### config.mk
export PLATFORM = sky130hd
export DESIGN_NAME = parallel_port_cart_ram_register_port
export DESIGN_NICKNAME = d
export VERILOG_FILES = /design/src/hdl/pprp_pkg.sv /design/src/hdl/pprp_core.sv /design/src/hdl/parallel_port_cart_ram_register_port.sv
export VERILOG_INCLUDE_DIRS = /design/src /design/src/hdl
export SDC_FILE = /design/constraint.sdc
export NUM_CORES = 1
export LEC_CHECK = 0
export ABC_AREA = 1
export BUFFER_PORTS_ARGS = -buffer_cell sky130_fd_sc_hd__buf_2
export CORE_AREA = 10 10 120 122
export DETAILED_ROUTE_END_ITERATION = 8
export DIE_AREA = 0 0 130 132
export PLACE_DENSITY = 0.7
export SYNTH_ARGS = -nofsm -noshare
export SYNTH_HDL_FRONTEND = slang
export SYNTH_SLANG_ARGS = --single-unit
### constraint.sdc
create_clock -name i_clk -period 3.6 [get_ports i_clk]
set_input_delay 0.72 -clock i_clk [delete_from_list [all_inputs] [get_ports i_clk]]
set_output_delay 0.72 -clock i_clk [all_outputs]
set_load 0.1 [all_outputs]
### src/hdl/parallel_port_cart_ram_register_port_macros.svh
// ----------------------------------------------------------------------------
// Assertion macros for the parallel port cart RAM register port
// Clocked on i_clk, disabled while i_rst_n is low.
// ----------------------------------------------------------------------------
`ifndef PARALLEL_PORT_CART_RAM_REGISTER_PORT_MACROS_SVH
`define PARALLEL_PORT_CART_RAM_REGISTER_PORT_MACROS_SVH

// same-cycle implication
`define PPRP_ASSERT_IMP(label, ante, cons) \
    label: assert property (@(posedge i_clk) disable iff (!i_rst_n) (ante) |-> (cons)) \
        else $error("assertion failed: same-cycle implication");

// next-cycle implication
`define PPRP_ASSERT_NXT(label, ante, cons) \
    label: assert property (@(posedge i_clk) disable iff (!i_rst_n) (ante) |=> (cons)) \
        else $error("assertion failed: next-cycle implication");

`endif

### src/hdl/pprp_pkg.sv
// ----------------------------------------------------------------------------
// pprp_pkg
// Types and constants of the parallel port cart RAM register port.
// ----------------------------------------------------------------------------
`default_nettype none

package pprp_pkg;

    localparam int unsigned OUT_ADDR_W = 29;

    localparam logic [7:0] KEY_HIGH_VALUE = 8'h0a;
    localparam logic [7:0] KEY_LOW_VALUE  = 8'h05;
    localparam logic [4:0] TOP_FIELD_MASK = 5'h1f;

    typedef enum logic [1:0] {
        OP_ADDR_WRITE   = 2'd0,
        OP_DATA_WRITE   = 2'd1,
        OP_DATA_READ    = 2'd2,
        OP_TARGET_WRITE = 2'd3
    } t_op;

    typedef enum logic [2:0] {
        IDX_ADDR0    = 3'd0,
        IDX_ADDR1    = 3'd1,
        IDX_ADDR2    = 3'd2,
        IDX_ADDR3    = 3'd3,
        IDX_RAM_DATA = 3'd4,
        IDX_MODE     = 3'd5,
        IDX_KEY_HIGH = 3'd6,
        IDX_KEY_LOW  = 3'd7
    } t_index;

    typedef struct packed {
        t_op        op;
        logic [7:0] port_byte;
        logic [7:0] ram_return_byte;
        logic       target_window;
        logic       target_power;
    } t_in_item;

    typedef struct packed {
        logic [7:0]            read_byte;
        logic                  ram_write;
        logic                  ram_read;
        logic [OUT_ADDR_W-1:0] ram_address;
        logic [7:0]            ram_write_byte;
        logic                  port_unlocked;
        logic                  cart_at_low_window;
        logic                  target_ram_writable;
    } t_out_item;

endpackage

`default_nettype wire

### src/hdl/pprp_core.sv
// ----------------------------------------------------------------------------
// pprp_core
// Register file, address pointer, keys and status flags. Computes the result
// of one port transfer from the current state and updates the state on fire.
// ----------------------------------------------------------------------------
`default_nettype none

module pprp_core
    import pprp_pkg::*;
#(
    parameter int unsigned ADDRESS_BITS    = 29,
    parameter int unsigned PAGE_COUNT_BITS = 9
) (
    input  wire logic      i_clk,
    input  wire logic      i_rst_n,
    input  wire logic      i_fire,
    input  wire t_in_item  i_item,
    output t_out_item      o_result
);

    localparam logic [ADDRESS_BITS-1:0] PAGE_MASK =
        ADDRESS_BITS'((64'd1 << PAGE_COUNT_BITS) - 64'd1);

    t_index                  r_sel,          n_sel;
    logic [ADDRESS_BITS-1:0] r_ptr,          n_ptr;
    logic [7:0]              r_key_low,      n_key_low;
    logic [7:0]              r_key_high,     n_key_high;
    logic [1:0]              r_mode,         n_mode;
    logic                    r_ram_wr_flag,  n_ram_wr_flag;
    logic                    r_upper_flag,   n_upper_flag;
    logic                    r_switched_off, n_switched_off;

    logic                    v_unlocked;
    logic [31:0]             v_ptr32;
    logic [31:0]             v_set32;
    logic [ADDRESS_BITS-1:0] v_ptr_adv;

    always_comb begin
        v_unlocked = (r_key_high == KEY_HIGH_VALUE) && (r_key_low == KEY_LOW_VALUE);
        v_ptr32    = 32'(r_ptr);
        v_ptr_adv  = (r_ptr & ~PAGE_MASK) | ((r_ptr + ADDRESS_BITS'(1)) & PAGE_MASK);
        v_set32    = v_ptr32;

        n_sel          = r_sel;
        n_ptr          = r_ptr;
        n_key_low      = r_key_low;
        n_key_high     = r_key_high;
        n_mode         = r_mode;
        n_ram_wr_flag  = r_ram_wr_flag;
        n_upper_flag   = r_upper_flag;
        n_switched_off = r_switched_off;

        o_result = '0;

        case (i_item.op)
            OP_ADDR_WRITE: begin
                n_sel = t_index'(i_item.port_byte[2:0]);
            end
            OP_DATA_WRITE: begin
                if (r_sel == IDX_KEY_HIGH) begin
                    n_key_high = i_item.port_byte;
                end else if (r_sel == IDX_KEY_LOW) begin
                    n_key_low = i_item.port_byte;
                end else if (v_unlocked) begin
                    case (r_sel)
                        IDX_ADDR0: begin
                            v_set32[7:0] = i_item.port_byte;
                            n_ptr        = v_set32[ADDRESS_BITS-1:0];
                        end
                        IDX_ADDR1: begin
                            v_set32[15:8] = i_item.port_byte;
                            n_ptr         = v_set32[ADDRESS_BITS-1:0];
                        end
                        IDX_ADDR2: begin
                            v_set32[23:16] = i_item.port_byte;
                            n_ptr          = v_set32[ADDRESS_BITS-1:0];
                        end
                        IDX_ADDR3: begin
                            v_set32[31:24] = i_item.port_byte;
                            n_ptr          = v_set32[ADDRESS_BITS-1:0];
                        end
                        IDX_RAM_DATA: begin
                            o_result.ram_write      = 1'b1;
                            o_result.ram_address    = v_ptr32[OUT_ADDR_W-1:0];
                            o_result.ram_write_byte = i_item.port_byte;
                            n_ptr                   = v_ptr_adv;
                        end
                        IDX_MODE: begin
                            n_mode = i_item.port_byte[1:0];
                            if (!i_item.port_byte[0]) begin
                                n_ram_wr_flag = 1'b0;
                            end
                            if (!i_item.port_byte[1]) begin
                                n_upper_flag   = 1'b0;
                                n_switched_off = 1'b0;
                            end
                        end
                        default: begin
                        end
                    endcase
                end
            end
            OP_DATA_READ: begin
                if (v_unlocked) begin
                    case (r_sel)
                        IDX_ADDR0: o_result.read_byte = v_ptr32[7:0];
                        IDX_ADDR1: o_result.read_byte = v_ptr32[15:8];
                        IDX_ADDR2: o_result.read_byte = v_ptr32[23:16];
                        IDX_ADDR3: begin
                            o_result.read_byte = {i_item.target_power, r_ram_wr_flag,
                                                  r_upper_flag,
                                                  v_ptr32[28:24] & TOP_FIELD_MASK};
                        end
                        IDX_RAM_DATA: begin
                            o_result.ram_read    = 1'b1;
                            o_result.ram_address = v_ptr32[OUT_ADDR_W-1:0];
                            o_result.read_byte   = i_item.ram_return_byte;
                            n_ptr                = v_ptr_adv;
                        end
                        default: o_result.read_byte = '0;
                    endcase
                end
            end
            default: begin
                if (!i_item.target_window) begin
                    if (r_mode[0] && !r_switched_off) begin
                        n_ram_wr_flag = 1'b1;
                    end
                end else if (r_mode[1]) begin
                    n_upper_flag   = 1'b1;
                    n_switched_off = 1'b1;
                end else if (r_mode[0]) begin
                    n_ram_wr_flag = 1'b1;
                end
            end
        endcase

        o_result.port_unlocked       = (n_key_high == KEY_HIGH_VALUE) &&
                                       (n_key_low == KEY_LOW_VALUE);
        o_result.cart_at_low_window  = n_switched_off;
        o_result.target_ram_writable = n_mode[0];
    end

    always_ff @(posedge i_clk) begin
        if (!i_rst_n) begin
            r_sel          <= IDX_ADDR0;
            r_ptr          <= '0;
            r_key_low      <= '0;
            r_key_high     <= '0;
            r_mode         <= '0;
            r_ram_wr_flag  <= 1'b0;
            r_upper_flag   <= 1'b0;
            r_switched_off <= 1'b0;
        end else if (i_fire) begin
            r_sel          <= n_sel;
            r_ptr          <= n_ptr;
            r_key_low      <= n_key_low;
            r_key_high     <= n_key_high;
            r_mode         <= n_mode;
            r_ram_wr_flag  <= n_ram_wr_flag;
            r_upper_flag   <= n_upper_flag;
            r_switched_off <= n_switched_off;
        end
    end

endmodule

`default_nettype wire

### src/hdl/parallel_port_cart_ram_register_port.sv
// ----------------------------------------------------------------------------
// parallel_port_cart_ram_register_port
// Card side of a strobed byte-wide parallel port in front of emulator RAM.
//
// Input channel (i_in_valid / o_in_ready / i_in_data) carries one port
// strobe or target write event per transfer. Output channel (o_out_valid /
// i_out_ready / o_out_data) returns exactly one result per input, in order.
// Each item passes an input register, one level of register-file logic,
// and a result register: o_out_valid rises when the item moves from the
// input register into the result register; throughput one item per
// cycle while the receiver does not stall. The state update of an item
// happens as it moves into the result register, so the next item sees it.
// When the receiver stalls, the result register holds, then the input
// register fills and o_in_ready drops; no item is lost.
// Synchronous reset clears both pipeline valids, the index, pointer, keys,
// mode and flags: the port starts locked with RAM read only.
// ----------------------------------------------------------------------------
`default_nettype none

`include "parallel_port_cart_ram_register_port_macros.svh"

module parallel_port_cart_ram_register_port
    import pprp_pkg::*;
#(
    parameter int unsigned ADDRESS_BITS    = 29,
    parameter int unsigned PAGE_COUNT_BITS = 9
) (
    input  wire logic      i_clk,
    input  wire logic      i_rst_n,
    input  wire logic      i_in_valid,
    output logic           o_in_ready,
    input  wire t_in_item  i_in_data,
    output logic           o_out_valid,
    input  wire logic      i_out_ready,
    output t_out_item      o_out_data
);

    logic      r_in_valid;
    t_in_item  r_in_item;
    logic      r_out_valid;
    t_out_item r_out_item;

    logic      v_move;
    t_out_item v_result;
    logic      v_rw_clash;
    logic      v_quiet;

    assign v_move      = r_in_valid && (!r_out_valid || i_out_ready);
    assign o_in_ready  = !r_in_valid || v_move;
    assign o_out_valid = r_out_valid;
    assign o_out_data  = r_out_item;

    assign v_rw_clash = r_out_item.ram_write && r_out_item.ram_read;
    assign v_quiet    = !r_out_item.ram_write && !r_out_item.ram_read &&
                        (r_out_item.read_byte == 8'd0);

    pprp_core #(
        .ADDRESS_BITS    (ADDRESS_BITS),
        .PAGE_COUNT_BITS (PAGE_COUNT_BITS)
    ) u_core (
        .i_clk    (i_clk),
        .i_rst_n  (i_rst_n),
        .i_fire   (v_move),
        .i_item   (r_in_item),
        .o_result (v_result)
    );

    always_ff @(posedge i_clk) begin
        if (!i_rst_n) begin
            r_in_valid  <= 1'b0;
            r_out_valid <= 1'b0;
        end else begin
            if (o_in_ready) begin
                r_in_valid <= i_in_valid;
            end
            if (v_move) begin
                r_out_valid <= 1'b1;
            end else if (i_out_ready) begin
                r_out_valid <= 1'b0;
            end
        end
    end

    always_ff @(posedge i_clk) begin
        if (o_in_ready && i_in_valid) begin
            r_in_item <= i_in_data;
        end
        if (v_move) begin
            r_out_item <= v_result;
        end
    end

    `PPRP_ASSERT_IMP(a_no_read_and_write, r_out_valid, !v_rw_clash)
    `PPRP_ASSERT_IMP(a_locked_quiet, r_out_valid && !r_out_item.port_unlocked, v_quiet)
    `PPRP_ASSERT_NXT(a_move_fills_out, v_move, r_out_valid)

endmodule

`default_nettype wire

After elaboration in Yosys (flattened, before gate mapping)
Cells that the tools add are included.
{ "word_totals": {"ff_bits": 125, "inputBits": 24, "output_inout_bits": 52, "word_cells": 149} }
{ "classes": {"n_addsub": 1, "n_eq_ne": 31, "muxes": 54, "n_bitwise": 7, "n_reduce_logical": 29} }
{ "op_table": {"columns": ["op", "n"], "rows": [
  ["29-bit 2-to-1 mux", 6],
  ["37-bit 2-to-1 mux", 4],
  ["29-bit one-hot mux with 5 select lines", 1],
  ["29-bit one-hot mux with 2 select lines", 2],
  ["11-bit AND reduction", 4],
  ["8-bit 2-to-1 mux", 5],
  ["8-bit one-hot mux with 5 select lines", 1],
  ["1-bit 2-to-1 mux", 31],
  ["30-bit 2-to-1 mux", 1],
  ["29-bit by 9-bit OR with 29-bit output", 1],
  ["2-bit != test (second input constant)", 10],
  ["8-bit by 3-bit == test with 1-bit output (second input constant)", 2],
  ["8-bit by 4-bit == test with 1-bit output (second input constant)", 2],
  ["3-bit != test (second input constant)", 5],
  ["3-bit == test (second input constant)", 4],
  ["10-bit AND reduction", 1],
  ["9-bit by 1-bit adder with 9-bit output (second input constant)", 1],
  ["9-bit AND reduction", 1],
  ["2-bit nonzero test", 4],
  ["3-bit by 2-bit == test with 1-bit output (second input constant)", 2],
  ["1-bit NOT", 6],
  ["1-bit one-hot mux with 2 select lines", 3],
  ["6-bit AND reduction", 1],
  ["1-bit logical AND", 5],
  ["14 further kinds", 19]
]} }

Depth between registers and ports, before layout
Gate-level depths: netlist of the first run.
{ "depth": {"word_depth": 7, "mapped_depth": 12, "ltp_nobuf": 10} }

By module
Synthesis of the first run repeated with hierarchy kept, for this count alone.
{ "hier_totals": {"cells_unflattened": 682, "area_unflattened_um2": 5849.4} }
{ "by_module_without_submodules": {"columns": ["mod", "n_inst", "cells_each", "area_per_inst_um2"], "rows": [
  ["pprp_core", 1, 599, 3652.3],
  ["parallel_port_cart_ram_register_port", 1, 83, 2197.1]
]} }

Worst setup path before layout of the first run
OpenSTA, ideal clock, no wires.
{ "synth_path": {"kind": "flip-flop to flip-flop", "from": "register r_out_valid (netlist: o_out_valid)", "to": "register r_out_item, in the netlist o_out_data[0] (enable)", "setup_time_ns": 0.434, "arrival_time_ns": 2.757, "required_time_ns": 3.166, "slack_ns": 0.409, "path_stages_with_launch": 5, "period_less_slack_ns": 3.191, "path_cell_list": "dfxtp_1 -> nand2_1 -> nand2_1 -> clkinv_1 -> clkbuf_1"} }
{ "synth_between": {"elab_chain_cells": 3} }
{ "synth_lines": {"columns": ["element", "line", "source"], "rows": [
  ["start, declared", "parallel_port_cart_ram_register_port.sv:40", "logic r_out_valid;"],
  ["start signal, assigned", "parallel_port_cart_ram_register_port.sv:71", "r_out_valid <= 1'b0;"],
  ["start signal, assigned", "parallel_port_cart_ram_register_port.sv:77", "r_out_valid <= 1'b1;"],
  ["start signal, assigned", "parallel_port_cart_ram_register_port.sv:79", "r_out_valid <= 1'b0;"],
  ["1-bit logical NOT", "parallel_port_cart_ram_register_port.sv:48", "assign v_move = r_in_valid && (!r_out_valid || i_out_ready);"],
  ["1-bit logical OR", "parallel_port_cart_ram_register_port.sv:48", null],
  ["1-bit logical AND", "parallel_port_cart_ram_register_port.sv:48", null],
  ["named net u_core.i_fire", "pprp_core.sv:16", "input wire logic i_fire,"],
  ["end signal, assigned", "parallel_port_cart_ram_register_port.sv:89", "r_out_item <= v_result;"],
  ["end, declared", "parallel_port_cart_ram_register_port.sv:41", "t_out_item r_out_item;"]
]} }
The timed path passes the listed nets, and every way through them passes these cells.
A chain may end at the register's enable or synchronous reset.

==> results by stage, run 1 <==
Die:
- Measured along the x axis, the die boundary spans 130 µm.
- The height of the die is 132 µm.
- The boundary pin count is 76.
- The effective utilization at floorplan is 0.495.
- The die area is 17200 µm².
- The floorplan has 40 rows.
- The placeable core region is 11900 µm².

Place:
- The number of I/O port buffers is 75.
- The estimated wirelength of the detail-placed design is 10.7 mm.
- Counting tap cells, the placed design contains a total of 898 instances.
- The congestion estimate from routability-driven global placement came to 0.915.

Power and ir drop:
- For this design the ratio of total power to cell area is 532 nW/µm².
- IR analysis of the VDD net gives a maximum drop of 0.498 mV.
- Summed over all cells, the static leakage comes to 0.00297 µW.

Drt:
- The average vias per placed instance is 5.44.
- After detailed routing, the number of remaining DRC violations is 0.
- The routed wire length is 15.6 mm.
- For this block, the initial DRC count from the detailed router was 509.
- In the final routed layout, each cell accounts on average for 16.8 µm.
- In this run the remaining antenna-violating nets after routing total 0.
- The first detailed-routing pass ran for 5 iterations.
- The via total after detailed routing is 5058.

Worst setup path:
- For the worst setup path, the data arrival time is 2800 ps.
- STA classifies the critical path startpoint as a flop.
- The most critical setup path has its startpoint at r_in_item[19].
- The required time at the worst-slack endpoint is 3880 ps.
- The classification of the worst setup path is flop to flop.
- The source of the worst register-to-register timing path is r_in_item[19].
- The type of destination of the critical path is a flop.
- The maximum net fanout on the critical path is 16.

Global routing:
- The aggregate global-route resource usage is 0.184.
- The number of antenna violations at the first check in global routing is 0.
- The first global-routing pass estimated 25.0 mm of wire.
- Entering global routing, the biggest net connects 49 pins.
- The number of global-route vias before repair came to 4869.
- Summed over all layers, the global routing overflow is 0.

Clock network:
- In this run the number of H-tree levels came out at 4.
- In this run, CTS created clock tree buffers numbering 17.
- After clock tree synthesis, the clock-pin slew on the worst setup and hold paths is 60 ps.
- The clock root buffer is clkbuf_16.
- TritonCTS built the clock tree.
- Once the clock tree was built, the resizer swapped 0 gates to a different size.
- The post-CTS repair timing setup buffer count is 0.
- In this run the deepest clock path goes through 2 buffers.
- The clock net in this run drives a total of 125 sinks.
- The count of hold-fix buffers inserted at cts is 0.
- The clock reaches the later pin of the worst-skew pair after 420 ps.

Min path:
- The worst hold path belongs to the class flop to flop.
- The critical hold path startpoint is u_core.r_ptr[16].

Timing:
- The relative slew slack is 0.410.
- For this run, the top clock speed supported by timing is 397 MHz.
- At the pin with the least slew margin, the transition time is 884 ps.
- The total count of hold-check failures in the final report is 0.
- Counting I/O delays and the setup requirement, the final critical path takes 2520 ps.
- In the finished design, the share of the clock period the worst path needs comes to 0.699.
- For the final routed database, the setup TNS stands at 0 ps.
- The number of max-slew violations in the final report is 0.
- Across the routed clock network, the largest skew measured is 9.25 ps.
- The number of setup violations in the final report is 0.
- Setup repair after global routing left no endpoint under its margin.

Yosys:
- The post-synthesis average cell area is 8.43 µm².
- Ranked by total cell area, the synthesized netlist is headed by edfxtp_1 (36%), dfxtp_1 (19%), nand2_1 (9.2%).
- The synthesized design spends more area on one cell type than any other, namely edfxtp_1.
- The number of unique standard cell types used by synthesis is 38.
- Synthesis produced 700 cells.
- The predominant post-synthesis flop cell is edfxtp_1.
- The number of enable-type register cells in the synthesized netlist is 70.
- Yosys printed 0 warnings.
- In this run, synthesis produced a sequential element count of 125.
- Counting flops with an async set or reset pin after synthesis yields a share of 0.
- The post-synthesis sequential area ratio is 0.543.
- The share of synthesized area in the top cell type comes to 0.356.
- The net count of the mapped netlist is 729.
- The post-synth design cell area is 5900 µm².

Finish:
- After filler insertion, the fill cell instance count of the layout stands at 1045.
- The fraction of final layout cells with drive strength greater than 1 is 0.161.
- The library cell used most frequently in the layout, excluding fill and tap cells, is nand2_1.
- The antenna diode instance count is 0.
- The final layout net count is 799.
- The growth of design area from synthesis to finish is 17.3%.
- Excluding fillers, the count of instances in the completed layout stands at 930.
- In the layout the commonest cells are nand2_1 (145), nor2_1 (96), inv_1 (82), buf_2 (75), edfxtp_1 (70).

Run:
- Across the run, the number of max-cap violations was 0.

Outcome:
- The flow ran to the end, and the final reports show no timing, DRC or antenna violations.
## registers in the layout, summed over array words and instances, names as in the netlist
register               count
u_core.r_mode              2
u_core.r_key_high          8
o_out_valid                1
u_core.r_ram_wr_flag       1
o_out_data                50
u_core.r_ptr              29
u_core.r_key_low           8
u_core.r_upper_flag        1
u_core.r_switched_off      1
u_core.r_sel               3
r_in_valid                 1
r_in_item                 20
## final timing paths
check                           to  slack [ps]  depth (start not counted)
setup / recovery     o_out_data[2]        1080                         10
hold / removal    u_core.r_ptr[16]         470                          2
setup reg to reg     o_out_data[2]        1080                         10
hold reg to reg   u_core.r_ptr[16]         470                          2
## power by group
| group | total [µW] | switching, µW | internal [µW] |
|---|---|---|---|
| Sequential | 1600 | 33.4 | 1560 |
| Clock | 1690 | 613 | 1070 |
| Combinational | 399 | 319 | 79.2 |
| Total | 3680 | 966 | 2720 |
## routing by layer
metal | track usage | vias up | share of wire
met1 | 0.230 | 2306 | 0.42
met2 | 0.289 | 229 | 0.46
met4 | 0.0750 | 0 | 0.027
met5 | 0 | - | 0
met3 | 0.0559 | 34 | 0.091
li1 | - | 2489 | -
## logic make-up after synthesis
kind of cell / share of synthesized area
compound gates: 0.113
xor+xnor: 0.00148
fa+ha+maj: 0.0106
buf+inv: 0.0806
flops: 0.543
simple gates: 0.252
## synth_stat cells, types with 5 or more instances
| cell | n |
|---|---|
| o211ai_1 | 13 |
| nor2_1 | 96 |
| ha_1 | 5 |
| nor3_1 | 33 |
| nand3_1 | 31 |
| clkbuf_1 | 16 |
| o21ai_0 | 44 |
| a21oi_1 | 26 |
| dfxtp_1 | 55 |
| nand3b_1 | 10 |
| buf_2 | 5 |
| a31oi_1 | 6 |
| o22ai_1 | 24 |
| nand2_1 | 145 |
| edfxtp_1 | 70 |
| nand4_1 | 5 |
| inv_1 | 82 |
## layout make-up
class | count | area [µm²] | area share
multi-input combinational | 460 | 2220 | 0.321
inverter | 87 | 327 | 0.0472
sequential | 125 | 3200 | 0.463
tap | 147 | 184 | 0.0266
clock buffer | 18 | 429 | 0.0620
timing repair buffer | 79 | 405 | 0.0586
clock inverter | 14 | 151 | 0.0219
## critical path, cell delays in order, from the launching register on
cell	delay [ps]
edfxtp_1	410
inv_1	100
ha_1	450
inv_1	340
nor3_4	520
nand2_1	90
o21ai_0	120
nand2_1	90
nor2_1	130
nand2_1	60
nor2_1	70
## per-stage QoR
step | util | area, µm² | power, µW | hold slack (ps) | setup slack, ps
finish | 0.581 | 6920 | 3680 | 470 | 1080
global route | 0.581 | 6920 | 3800 | 462 | 790
CTS | 0.581 | 6920 | 3690 | 466 | 1080
detailed placement | 0.532 | 6340 | 2020 | 460 | 1090
global placement | 0.532 | 6340 | 2010 | 454 | 1200
floorplan | - | 5900 | 1930 | 440 | 409
No activity file was read; power rests on OpenSTA's default activity.
==> inputs of run 2 (changes only) <==
--- a/config.mk
+++ b/config.mk
@@ -11,7 +11,7 @@
 export CORE_AREA = 10 10 120 122
 export DETAILED_ROUTE_END_ITERATION = 8
 export DIE_AREA = 0 0 130 132
-export PLACE_DENSITY = 0.7
+export PLACE_DENSITY = 0.72
 export SYNTH_ARGS = -nofsm -noshare
 export SYNTH_HDL_FRONTEND = slang
 export SYNTH_SLANG_ARGS = --single-unit
==> constraint.sdc (replaced) <==
create_clock -name i_clk -period 2.15 [get_ports i_clk]
set_input_delay 0.43 -clock i_clk [delete_from_list [all_inputs] [get_ports i_clk]]
set_output_delay 0.43 -clock i_clk [all_outputs]
set_load 0.1 [all_outputs]
==> run 2 against run 1 <==
Compared with the run above: global-route usage is 0.46 points lower; die area stayed put; clock skew hardly changed; power is 66% higher; critical path type unchanged; largest power group unchanged; highest routed layer unchanged.
==> results by stage, run 2 (synthesized netlist as in run 1, its figures left out) <==
Finish:
- Of the cells placed in the final design, the portion with a size suffix greater than 1 is 0.186.
- The growth of design area from synthesis to finish is 20.9%.
- Once layout is done, the placed cells without fillers occupy 7130 µm².
- The final layout contains 816 nets.
- The library cell used most frequently in the layout, excluding fill and tap cells, is nand2_1.
- The top cell types in the final layout, fill and taps aside, are nand2_1 (143), nor2_1 (96), inv_1 (82), buf_2 (75), edfxtp_1 (70).
- The number of flip-flops under the largest register name is 50.
- The antenna diode instance count is 0.

Worst setup path:
- The classification of the worst setup path is flop to flop.
- The type of destination of the critical path is a flop.
- The arrival time of the worst setup path is 2200 ps.
- The startpoint identified for the worst register-to-register timing path is r_in_item[19].
- STA classifies the critical path startpoint as a flop.
- In this run the register-to-register setup slack is 100 ps.
- Along the worst path, the maximum fanout reaches 13.
- At the worst endpoint, the required time is 2300 ps.
- The most critical setup path has its startpoint at r_in_item[19].

Global routing:
- After global routing the overflow that remains totals 0.
- The number of antenna violations at the first check in global routing is 0.
- For this run, the total global-route usage over all layers was measured as 0.180.
- The number of global-route vias before repair is 4757.
- The first global-routing pass estimated 24.3 mm of wire.
- The maximum number of pins on one net before global-route repair is 65.

Min path:
- The worst hold path begins at i_in_data[3].
- The class of the worst hold path is input port to flop.

Die:
- The boundary pin count is 76.
- The height of the die is 132 µm.
- The effective utilization at floorplan is 0.495.
- The overall die width is 130 µm.
- The die area is 17200 µm².
- The number of rows created at floorplan is 40.
- The placeable core region is 11900 µm².

Power and ir drop:
- The net switching power is 1620 µW.
- The peak ir drop on the vdd network is 0.733 mV.
- The internal portion of the total power is 4500 µW.
- In this run the power density over the cells is 858 nW/µm².
- The clock network fraction of total power is 0.448.
- Overall power consumption after layout is estimated at 6120 µW.
- The fraction of power consumed by sequential logic is 0.437.
- The proportion of total power due to net switching is 0.265.
- Summed over all cells, the static leakage comes to 0.00308 µW.
- The share of power burned in combinational logic is 0.114.

Timing:
- The relative slew slack is 0.530.
- The total count of hold-check failures in the final report is 0.
- After routing, the total negative slack on setup checks comes to 0 ps.
- Between clock sinks in the finished design, the worst skew comes to 9.24 ps.
- The number of max-slew violations in the final report is 0.
- The pin slew with the least headroom to its limit is 702 ps.
- The achievable clock frequency is 488 MHz.
- The worst-case setup margin in the final layout is 102 ps.
- The number of setup violations in the final report is 0.
- Of the available clock period, the critical path in the final layout requires 0.952.
- The shortest period the worst path allows is 2050 ps.
- Setup repair after global routing could not meet its margin everywhere.

Clock network:
- TritonCTS built the clock tree.
- The number of levels in the clock H-tree is 4.
- Clock-pin slew was measured on the worst setup and hold paths at 50 ps.
- The clock net in this run drives a total of 125 sinks.
- The clock root buffer is clkbuf_16.
- Clock tree synthesis inserted a total of 17 buffers.
- The deepest clock path buffer count is 2.
- In this run, post-CTS hold repair placed 0 buffers.
- The latest clock arrival within the worst-skew pair is 420 ps.

Drt:
- The routed wire length is 15.7 mm.
- The detailed router's first-iteration violation count is 500.
- After detailed routing, the number of remaining DRC violations is 0.
- The routed layout has 5134 vias.
- In the final routed layout, each cell accounts on average for 16.6 µm.
- The remaining antenna violation count is 0.
- After detailed routing, the number of vias per cell comes to 5.42.
- The first TritonRoute pass finished after 6 iterations.

Place:
- The cell area after placement is 6480 µm².
- The number of I/O port buffers is 75.
- The estimated wirelength of the detail-placed design is 10.9 mm.
- At the end of routability-driven placement, the weighted congestion stood at 0.956.
- Prior to clock tree synthesis, the placed netlist has a worst setup slack of 82.4 ps.

Run:
- The number of max-capacitance violations reported is 0.

Outcome:
- The flow ran to the end, and the final reports show no timing, DRC or antenna violations.
[run 2: critical path: stages, from the launching register on]
cell      delay, ps
edfxtp_1        420
inv_1            90
ha_1            190
inv_1           230
nand2_1         210
o31ai_2         190
nand3b_4        360
nor3_1           80
[run 2: path summary, 6_finish.rpt]
| path | endpoint | depth (start not counted) |
|---|---|---|
| worst max-delay path | o_out_data[33] | 7 |
| worst min-delay path | r_in_item[3] | 1 |
| worst max register to register | o_out_data[33] | 7 |
| worst min register to register | u_core.r_ptr[22] | 2 |
[run 2: cell type report]
type	instances	area, µm²
multi-input combinational	461	2290
inverter	87	327
clock buffer	21	450
timing repair buffer	95	563
fill	1056	4780
clock inverter	11	119
tap	147	184
sequential	125	3200
[run 2: power groups by stage]
stage          registers [µW]  logic (µW)  clock network [µW]
2_1_floorplan            2960         278                   0
3_3_place_gp             2720         674                   0
3_5_place_dp             2720         683                   0
4_1_cts                  2670         685                2770
5_1_grt                  2680         756                2880
6_report                 2680         701                2740
[run 2: stage by stage]
step	utilization	std cells	hold slack, ps
5_1_grt	0.599	947	165
4_1_cts	0.592	944	169
3_3_place_gp	0.544	912	451
6_report	0.599	947	176
2_1_floorplan	-	700	440
3_5_place_dp	0.544	912	464
[run 2: per-layer routing]
metal | vias to the layer above | wire length, µm | GRT usage
met5 | - | 0 | 0
met4 | 0 | 320 | 0.0688
met3 | 29 | 1420 | 0.0543
met2 | 250 | 7390 | 0.281
met1 | 2337 | 6600 | 0.226
li1 | 2518 | - | -
[run 2: timing repair]
item | in CTS | in global routing
gates resized for setup | 0 | 8
setup endpoints to repair | 0 | 56
hold endpoints to repair | 0 | 0
buffers inserted | 0 | 2
